===== src/hdl/cst_pkg.sv =====
package cst_pkg;

	// Table geometry default
	localparam int TABLE_DEPTH_DEF = 16;

	// Field widths
	localparam int ID_W   = 31;
	localparam int HND_W  = 16;
	localparam int IP_W   = 32;
	localparam int PORT_W = 16;
	localparam int IDX_W  = 4;

	localparam logic [ID_W-1:0] ID_FIRST = ID_W'(1);
	localparam logic [ID_W-1:0] ID_MAX   = {ID_W{1'b1}};

	// Action codes
	typedef enum logic [1:0] {
		ACT_INSERT = 2'd0,
		ACT_FIND   = 2'd1,
		ACT_REMOVE = 2'd2,
		ACT_EXISTS = 2'd3
	} action_t;

	// Controller states, one-hot
	typedef enum logic [1:0] {
		ST_IDLE = 2'b01,
		ST_SCAN = 2'b10
	} state_t;

	// Controller to datapath
	typedef struct packed {
		logic load;    // capture a new transaction
		logic step;    // issue next slot read
		logic commit;  // apply update and present result
	} cmd_t;

	// Datapath to controller
	typedef struct packed {
		logic done;    // scan reached a hit or its last slot
	} stat_t;

endpackage


===== src/hdl/cst_ctrl.sv =====
module cst_ctrl (
	input  logic           clk,
	input  logic           arst_n,
	input  logic           start,
	input  cst_pkg::stat_t stat,
	output cst_pkg::cmd_t  cmd,
	output logic           busy
);

	cst_pkg::state_t state_q;
	cst_pkg::state_t state_d;

	// Next state and commands
	always_comb begin
		state_d    = state_q;
		cmd.load   = 1'b0;
		cmd.step   = 1'b0;
		cmd.commit = 1'b0;
		unique case (state_q)
			cst_pkg::ST_IDLE: begin
				if (start) begin
					cmd.load = 1'b1;
					state_d  = cst_pkg::ST_SCAN;
				end
			end
			cst_pkg::ST_SCAN: begin
				cmd.step = 1'b1;
				if (stat.done) begin
					cmd.commit = 1'b1;
					state_d    = cst_pkg::ST_IDLE;
				end
			end
			default: begin
				state_d = cst_pkg::ST_IDLE;
			end
		endcase
	end

	always_ff @(posedge clk or negedge arst_n) begin
		if (!arst_n) begin
			state_q <= cst_pkg::ST_IDLE;
		end else begin
			state_q <= state_d;
		end
	end

	assign busy = (state_q != cst_pkg::ST_IDLE);

endmodule


===== src/hdl/cst_dp.sv =====
module cst_dp #(
	parameter int TABLE_DEPTH = cst_pkg::TABLE_DEPTH_DEF
) (
	input  logic                       clk,
	input  logic                       arst_n,
	input  cst_pkg::cmd_t              cmd,
	output cst_pkg::stat_t             stat,
	input  logic [1:0]                 action,
	input  logic [cst_pkg::HND_W-1:0]  handle,
	input  logic [cst_pkg::IP_W-1:0]   ip_addr,
	input  logic [cst_pkg::PORT_W-1:0] port,
	input  logic [cst_pkg::ID_W-1:0]   conn_id,
	input  logic [cst_pkg::IDX_W-1:0]  slot_index,
	output logic                       done,
	output logic                       success,
	output logic [cst_pkg::ID_W-1:0]   result_id,
	output logic [cst_pkg::IDX_W-1:0]  result_index,
	output logic [cst_pkg::HND_W-1:0]  released_handle
);

	localparam int ADDR_W = (TABLE_DEPTH > 1) ? $clog2(TABLE_DEPTH) : 1;
	localparam logic [ADDR_W-1:0] LAST_ADDR = ADDR_W'(TABLE_DEPTH - 1);

	// Slot storage
	logic [cst_pkg::ID_W-1:0]   id_mem   [TABLE_DEPTH];
	logic [cst_pkg::HND_W-1:0]  hnd_mem  [TABLE_DEPTH];
	logic [cst_pkg::IP_W-1:0]   ip_mem   [TABLE_DEPTH];
	logic [cst_pkg::PORT_W-1:0] port_mem [TABLE_DEPTH];
	logic [TABLE_DEPTH-1:0]     valid_q;
	logic [cst_pkg::ID_W-1:0]   next_id_q;

	// Captured transaction
	cst_pkg::action_t           act_q;
	logic [cst_pkg::HND_W-1:0]  hnd_q;
	logic [cst_pkg::IP_W-1:0]   ip_q;
	logic [cst_pkg::PORT_W-1:0] port_q;
	logic [cst_pkg::ID_W-1:0]   cid_q;
	logic [cst_pkg::IDX_W-1:0]  sidx_q;

	// Scan address and read stage
	logic [ADDR_W-1:0]          addr_q;
	logic                       issuing_q;
	logic                       vld_s1;
	logic [ADDR_W-1:0]          idx_s1;
	logic [cst_pkg::ID_W-1:0]   id_s1;
	logic [cst_pkg::HND_W-1:0]  hnd_s1;
	logic [cst_pkg::IP_W-1:0]   ip_s1;
	logic [cst_pkg::PORT_W-1:0] port_s1;

	logic is_remove;
	logic last_s1;
	logic slot_vld;
	logic in_range;
	logic hit;

	assign is_remove = (act_q == cst_pkg::ACT_REMOVE);
	assign slot_vld  = valid_q[idx_s1];
	assign in_range  = (32'(sidx_q) < 32'(TABLE_DEPTH));
	assign last_s1   = is_remove || (idx_s1 == LAST_ADDR);

	// Per-action match on the slot in the read stage
	always_comb begin
		unique case (act_q)
			cst_pkg::ACT_INSERT: hit = !slot_vld;
			cst_pkg::ACT_FIND:   hit = slot_vld && (id_s1 == cid_q);
			cst_pkg::ACT_REMOVE: hit = slot_vld && in_range;
			cst_pkg::ACT_EXISTS: hit = slot_vld && (ip_s1 == ip_q) && (port_s1 == port_q);
			default:             hit = 1'b0;
		endcase
	end

	assign stat.done = vld_s1 && (hit || last_s1);

	// Transaction capture
	always_ff @(posedge clk) begin
		if (cmd.load) begin
			act_q  <= cst_pkg::action_t'(action);
			hnd_q  <= handle;
			ip_q   <= ip_addr;
			port_q <= port;
			cid_q  <= conn_id;
			sidx_q <= slot_index;
		end
	end

	// Scan sequencing
	always_ff @(posedge clk or negedge arst_n) begin
		if (!arst_n) begin
			addr_q    <= '0;
			issuing_q <= 1'b0;
			vld_s1    <= 1'b0;
		end else if (cmd.load) begin
			addr_q    <= (cst_pkg::action_t'(action) == cst_pkg::ACT_REMOVE) ?
			             ADDR_W'(slot_index) : '0;
			issuing_q <= 1'b1;
			vld_s1    <= 1'b0;
		end else if (cmd.step) begin
			vld_s1 <= issuing_q;
			if (issuing_q) begin
				if (is_remove || (addr_q == LAST_ADDR)) begin
					issuing_q <= 1'b0;
				end else begin
					addr_q <= addr_q + ADDR_W'(1);
				end
			end
		end
	end

	// Slot memories: one registered read, one write on a successful insert commit
	always_ff @(posedge clk) begin
		if (cmd.step) begin
			idx_s1  <= addr_q;
			id_s1   <= id_mem[addr_q];
			hnd_s1  <= hnd_mem[addr_q];
			ip_s1   <= ip_mem[addr_q];
			port_s1 <= port_mem[addr_q];
		end
		if (cmd.commit && hit && (act_q == cst_pkg::ACT_INSERT)) begin
			id_mem[idx_s1]   <= next_id_q;
			hnd_mem[idx_s1]  <= hnd_q;
			ip_mem[idx_s1]   <= ip_q;
			port_mem[idx_s1] <= port_q;
		end
	end

	// Valid marks and id counter
	always_ff @(posedge clk or negedge arst_n) begin
		if (!arst_n) begin
			valid_q   <= '0;
			next_id_q <= cst_pkg::ID_FIRST;
		end else if (cmd.commit && hit) begin
			if (act_q == cst_pkg::ACT_INSERT) begin
				valid_q[idx_s1] <= 1'b1;
				next_id_q <= (next_id_q == cst_pkg::ID_MAX) ? cst_pkg::ID_FIRST :
				             next_id_q + cst_pkg::ID_W'(1);
			end else if (act_q == cst_pkg::ACT_REMOVE) begin
				valid_q[idx_s1] <= 1'b0;
			end
		end
	end

	// Result strobe
	always_ff @(posedge clk or negedge arst_n) begin
		if (!arst_n) begin
			done <= 1'b0;
		end else begin
			done <= cmd.commit;
		end
	end

	// Result payload
	always_ff @(posedge clk) begin
		if (cmd.commit) begin
			success         <= hit;
			result_id       <= '0;
			result_index    <= '0;
			released_handle <= '0;
			if (hit) begin
				unique case (act_q)
					cst_pkg::ACT_INSERT: begin
						result_id    <= next_id_q;
						result_index <= cst_pkg::IDX_W'(idx_s1);
					end
					cst_pkg::ACT_FIND: begin
						result_index <= cst_pkg::IDX_W'(idx_s1);
					end
					cst_pkg::ACT_REMOVE: begin
						released_handle <= hnd_s1;
					end
					default: begin
					end
				endcase
			end
		end
	end

endmodule


===== src/hdl/connection_slot_table_top.sv =====
// Channel   Handshake                 Payload
// input     start / busy              action, handle, ip_addr, port, conn_id, slot_index
// result    done (one-cycle strobe)   success, result_id, result_index, released_handle
//
// A transaction is accepted at an edge with start high and busy low.
// Insert, find and exists scan the slots one per cycle through a registered
// read of the slot memory and commit at the first hit, or after the last slot
// on a miss. Remove reads only the slot given by slot_index and commits.
// done shows the result in the cycle after commit, when busy is already low.
// Reset clears all valid marks at once and sets the id counter to 1.
// The receiver cannot stall; each result is shown for one cycle only.
module connection_slot_table_top #(
	parameter int TABLE_DEPTH = cst_pkg::TABLE_DEPTH_DEF
) (
	input  logic                       clk,
	input  logic                       arst_n,
	input  logic                       start,
	output logic                       busy,
	input  logic [1:0]                 action,
	input  logic [cst_pkg::HND_W-1:0]  handle,
	input  logic [cst_pkg::IP_W-1:0]   ip_addr,
	input  logic [cst_pkg::PORT_W-1:0] port,
	input  logic [cst_pkg::ID_W-1:0]   conn_id,
	input  logic [cst_pkg::IDX_W-1:0]  slot_index,
	output logic                       done,
	output logic                       success,
	output logic [cst_pkg::ID_W-1:0]   result_id,
	output logic [cst_pkg::IDX_W-1:0]  result_index,
	output logic [cst_pkg::HND_W-1:0]  released_handle
);

	cst_pkg::cmd_t  cmd;
	cst_pkg::stat_t stat;

	cst_ctrl u_ctrl (
		.clk    (clk),
		.arst_n (arst_n),
		.start  (start),
		.stat   (stat),
		.cmd    (cmd),
		.busy   (busy)
	);

	cst_dp #(
		.TABLE_DEPTH (TABLE_DEPTH)
	) u_dp (
		.clk             (clk),
		.arst_n          (arst_n),
		.cmd             (cmd),
		.stat            (stat),
		.action          (action),
		.handle          (handle),
		.ip_addr         (ip_addr),
		.port            (port),
		.conn_id         (conn_id),
		.slot_index      (slot_index),
		.done            (done),
		.success         (success),
		.result_id       (result_id),
		.result_index    (result_index),
		.released_handle (released_handle)
	);

endmodule


===== config.mk =====
export PLATFORM = sky130hd
export DESIGN_NAME = connection_slot_table_top
export DESIGN_NICKNAME = d
export VERILOG_FILES = /design/src/hdl/cst_pkg.sv /design/src/hdl/cst_ctrl.sv /design/src/hdl/cst_dp.sv /design/src/hdl/connection_slot_table_top.sv
export SDC_FILE = /design/constraint.sdc
export NUM_CORES = 2
export LEC_CHECK = 0
export CAP_MARGIN = 20
export CELL_PAD_IN_SITES_DETAIL_PLACEMENT = 1
export CELL_PAD_IN_SITES_GLOBAL_PLACEMENT = 1
export CORE_MARGIN = 10
export CORE_UTILIZATION = 57
export DETAILED_ROUTE_END_ITERATION = 16
export DONT_BUFFER_PORTS = 1
export PLACE_DENSITY_LB_ADDON = 0.1
export SLEW_MARGIN = 20
export SYNTH_ARGS = -nofsm -noshare
export SYNTH_HDL_FRONTEND = slang
export SYNTH_SLANG_ARGS = --single-unit

===== constraint.sdc =====
create_clock -name clk -period 13.7 [get_ports clk]
set_input_delay 2.74 -clock clk [delete_from_list [all_inputs] [get_ports clk]]
set_output_delay 2.74 -clock clk [all_outputs]
set_load 0.01 [all_outputs]

* Yosys cells after proc, flatten, opt, wreduce, memory -nomap -nowiden
Memories as Yosys holds them, arrays and structs flattened. A register that Yosys moved wholly into a read port is not among the register bits.
Cells that the tools add are included.
** Storage, ports and cells
- Register bits :: 209
- Latch bits :: 0
- Memory bits (writable) :: 1520
- Bits in read-only memories :: 0
- Output and inout bits :: 54
- Word-level logic and storage cells :: 95
- Memories kept :: 4
** Operators by class
- Add/sub/neg operators :: 2
- Multipliers :: 0
- Div/mod/pow operators :: 0
- Order comparisons :: 2
- Eq/ne operators :: 16
- Shift operators :: 0
- Mux-type cells :: 28
- Bitwise logic cells :: 3
- Reduce and logical (&&, ||, !) cells :: 23
** Memory list
- u_dp.ip_mem :: depth 16, width 32, rd ports 1, clocked after memory_dff 1, write ports 1, RTL line cst_dp.sv:27 : logic [cst_pkg::IP_W-1:0] ip_mem [TABLE_DEPTH];
- u_dp.id_mem :: depth 16, width 31, rd ports 1, clocked after memory_dff 1, write ports 1, RTL line cst_dp.sv:25 : logic [cst_pkg::ID_W-1:0] id_mem [TABLE_DEPTH];
- u_dp.hnd_mem :: depth 16, width 16, rd ports 1, clocked after memory_dff 1, write ports 1, RTL line cst_dp.sv:26 : logic [cst_pkg::HND_W-1:0] hnd_mem [TABLE_DEPTH];
- u_dp.port_mem :: depth 16, width 16, rd ports 1, clocked after memory_dff 1, write ports 1, RTL line cst_dp.sv:28 : logic [cst_pkg::PORT_W-1:0] port_mem [TABLE_DEPTH];
** Operators by type and width (count)
- $eq A32 B32 Y1 :: 1
- $mux W16 :: 2
- $add A31 B1 Y31 const B :: 1
- $eq A31 B31 Y1 :: 1
- $eq A31 B31 Y1 const B :: 1
- $mux W31 :: 1
- $mux W4 :: 5
- $and A16 B16 Y16 :: 1
- $eq A16 B16 Y1 :: 1
- $not A16 Y16 :: 1
- $or A16 B16 Y16 :: 1
- $mux W1 :: 13
- $reduce_and A2 Y1 :: 6
- $eq A2 B2 Y1 const B :: 4
- $eq A4 B4 Y1 const B :: 2
- $logic_and A1 B1 Y1 :: 7
- $mux W2 :: 3
- $ne A2 B2 Y1 const B :: 3
- $reduce_bool A2 Y1 :: 3
- $lt A4 B5 Y1 const B :: 1
- $add A4 B1 Y4 const B :: 1
- $bmux W1 S4 :: 1
- $demux W1 S4 :: 1
- $eq A2 B1 Y1 const B :: 2
- 9 further kinds :: 11

* Logic depth before layout (Yosys ltp)
- Depth in word-level cells :: 13
- Mapped depth :: 9
- Gate-level depth less buffers :: 7

* Hierarchy
A second synthesis with hierarchy kept.
** Second synthesis, totals
- Cells, all modules :: 2916
- Area total of the unflattened synthesis :: 68864.8 µm²
** By module, submodules not included
- cst_dp :: instances 1, cells each 2906, area an instance 68757.2 µm², seq. area each 54443.5 µm²
- cst_ctrl :: instances 1, cells each 10, area an instance 107.6 µm², seq. area each 51.3 µm²

* Worst setup path before layout
No wires, ideal clock.
- Path type :: reg2reg
- Start :: register u_ctrl.state_q[0]
- End :: memory u_dp.hnd_mem[1][0] in the netlist's numbering (enable)
- Arrival :: 9.695 ns
- Data required time :: 13.035 ns
- Slack :: 3.341 ns
- Cell stages (with the launch flop) :: 7
- Buffers on the path :: 0
- Period minus slack after synthesis :: 10.359 ns
- Path through :: dfstp_2 > nand2b_1 > inv_1 > nand2_1 > nor2_1 > nand3b_1 > nor3_1
** On the way
- Longest elaborated chain between the ends :: 6
** Ends and longest elaborated chain
- start, declared :: RTL line cst_ctrl.sv:10 : cst_pkg::state_t state_q;
- start signal, assigned :: RTL line cst_ctrl.sv:41 : state_q <= cst_pkg::ST_IDLE;
- start signal, assigned :: RTL line cst_ctrl.sv:43 : state_q <= state_d;
- $eq A2 B2 Y1 :: RTL line cst_ctrl.sv:19 : unique case (state_q)
- $mux W2 :: RTL line cst_ctrl.sv:19
- $logic_and A1 B1 Y1 (2 in a row) :: RTL line cst_dp.sv:118 : if (cmd.commit && hit && (act_q == cst_pkg::ACT_INSERT)) begin
- $mux W1 :: RTL line cst_dp.sv:118
- $mux W1 (implied by the code) :: RTL line cst_dp.sv:120 : hnd_mem[idx_s1] <= hnd_q;
- end, declared :: RTL line cst_dp.sv:26
No other way between the ends.

==> metrics.cfg <==
[floorplanning]
die_area_mm2=0.135
rows=127
die_h_um=367
io_pins=158
initial_utilization_pct=57.3
core-area_mm2=0.120
die_w_um=367

[drt]
drtAntennaViolNets=0
route.met2.wl_um=82900
routed-wl-met3_um=11500
highest_layer=met5
first_iter_violations=3704
met1Wirelength_um=67900
wl_per_cell_um=35.0
drc=0
routed_via_density=6.54
first_pass_iters=6
vias=31074
wirelength_um=166000

[logic_synthesis]
synth_cell_types=50
synth_area_mm2=0.0686
synth_edf_count=1768
syn_inst=2869
synth_top_area_cell=edfxtp_1
yosys-top-cells-count=edfxtp_1 (1768), mux4_2 (477), clkbuf_1 (88), xor2_1 (86), dfrtp_1 (54)
yosysSeqAreaShare_pct=79.5
synth_ff_type=edfxtp_1
synth_fp_nets=2975
synth_top_cell_area_share_pct=77.4
ys_ff_latch=1824
synth_area_leaders=edfxtp_1 (77%), mux4_2 (16%), dfrtp_1 (2.0%)
synth.most_common_cell=edfxtp_1
yosysWarnings=0
synth.avg_cell_area_um2=23.9
ys_async_sr_fraction_pct=3.07

[timing]
max_freq_mhz=199
worst_pin_slew_ps=1140
rsz0062_at_grt=no
fin_crit_ps=5020
slew_headroom_pct=23.7
fin_crit_sh_pct=36.6
finClkSkew_ps=28.9
slew_violations=0
fin_setup_tns_ps=0
hold_viol=0
setup_violations=0

[clocking]
cts_buffer_depth=3
clock_latency_ps=800
cts_resized=0
numCtsBuffers=178
htree_levels=4
cts_hold_buf=0
post_cts_buffers=0
cts_tree=yes
cts_root_buf=clkbuf_16
cts.sinks=1824
clkSlewWorstSetupHoldPaths_ps=70

[placed_design]
finalWeightedCongestion=0.788
dp_hpwl_um=87000
io_buffer_count=0

[setup_path]
worst_ep_required_time_ps=14220
end_kind=flop
setup.worst_path.class=reg -> reg
cp.arrival_ps=5540
worstSetupStartpointType=flop
cp_max_fo=142

[power_and_ir_drop]
p_leak_uw=0.0225
power_density_mw_per_mm2=177
power.total_uw=13500
ir_drop_uv=173

[grt]
grt_pass1_vias=33313
grt_max_degree=143
grt_usage_pct=24.8
grt_overflow=0
grt_pass1_wl_um=241000
antenna_found_initial=27

[worst_hold_path]
hp-class=reg -> reg

[finish]
nets=3097
areaGrowthSynthToFinish_pct=11.6
final_layout_size_suffix_gt1_share_pct=26.4
num-fill-cells=9256

[status]
status=completed

[job]
maxCapViolations=0

==> layout make-up <==
type	count	area (µm²)	share of cell area [%]
clock buffers	226	4740	6.20
inverters	7	36.3	0.0474
clock inverters	95	921	1.20
flip-flops and latches	1824	54500	71.3
well taps	1612	2020	2.64
multi-input cells	912	13700	17.9
repair buffers	68	588	0.769
diodes	10	25.0	0.0327
==> cell usage in the layout (no fill, tap or decap), types with 4 or more instances in the layout <==
cell type / n
a21oi_1: 36
and2_1: 51
and3_1: 7
buf_12: 4
buf_4: 61
bufinv_16: 18
clkbuf_1: 42
clkbuf_16: 182
clkinv_1: 36
clkinv_2: 31
clkinvlp_4: 4
dfrtp_1: 50
dfrtp_4: 4
diode_2: 10
edfxtp_1: 1768
inv_1: 5
inv_6: 6
mux4_2: 477
nand2_1: 40
nand2b_1: 15
nand3_1: 12
nand4_1: 13
nor2_1: 16
nor2b_1: 5
nor3_1: 5
nor3_2: 16
nor4_1: 20
o21ai_0: 52
o31ai_1: 10
xnor2_1: 7
xor2_1: 85
==> power breakdown <==
| group | switching (µW) | internal, µW |
|---|---|---|
| sequential | 311 | 6450 |
| clock | 2020 | 2780 |
| combinational | 991 | 973 |
| total | 3320 | 10200 |
==> sequential cells by signal (all words and copies together), names as in the netlist, 31 cells and up, named ones only <==
register / flops
u_dp.cid_q: 31
u_dp.hnd_mem: 256
u_dp.id_mem: 496
u_dp.id_s1: 31
u_dp.ip_mem: 512
u_dp.ip_q: 32
u_dp.ip_s1: 32
u_dp.next_id_q: 31
u_dp.port_mem: 256
u_dp.result_id: 31
==> path summary, 6_finish.rpt <==
check                                                start                              to  depth (start not counted)  slack, ps
worst min-delay path            u_dp.issuing_q$_DFFE_PN0P_      u_dp.issuing_q$_DFFE_PN0P_                          1        530
max in group asynchronous                           arst_n   u_ctrl.state_q[0]$_DFFE_PN1P_                          0      11860
worst min register to register  u_dp.issuing_q$_DFFE_PN0P_      u_dp.issuing_q$_DFFE_PN0P_                          1        530
worst max-delay path            u_dp.addr_q[1]$_DFFE_PN0P_        u_dp.ip_s1[29]$_DFFE_PP_                          5       8680
min in group asynchronous                           arst_n  u_dp.next_id_q[22]$_DFFE_PN0P_                          0       1640
worst max register to register  u_dp.addr_q[1]$_DFFE_PN0P_        u_dp.ip_s1[29]$_DFFE_PP_                          5       8680
==> kinds of logic after synthesis <==
| kind of cell | synth area share, % |
|---|---|
| xor gates and xnor gates | 1.19 |
| AOI/OAI and AO/OA | 0.951 |
| adders and majority gates | 0.0365 |
| muxes | 15.8 |
| DFF | 79.5 |
| buffers and inverters | 0.743 |
| and+or+nand+nor | 1.83 |
==> metal layers <==
metal | up-vias | track usage [%]
met4 | 20 | 6.64
met1 | 17063 | 35.4
met2 | 1292 | 40.0
met5 | - | 0
met3 | 260 | 4.40
li1 | 12439 | -
==> through the flow <==
step                      hold WS (ps)  utilization [%]  instances  instance area [µm²]  worst slack, ps
after floorplan                    423                -       2869                68600             3340
after global placement             494             59.1       4422                70800             8640
after detailed placement           504             59.2       4422                70800             8580
after CTS                          520             63.9       4743                76400             8690
after global routing               538             63.9       4745                76500             8570
final                              530             63.9       4754                76500             8680
==> worst max-delay path, cell delays in order (launching register included) <==
cell and delay [ps]:
dfrtp_4 1050, buf_12 640, buf_4 940, buf_4 800, mux4_2 430, mux4_2 480
Power figures use the tool's default switching activity.
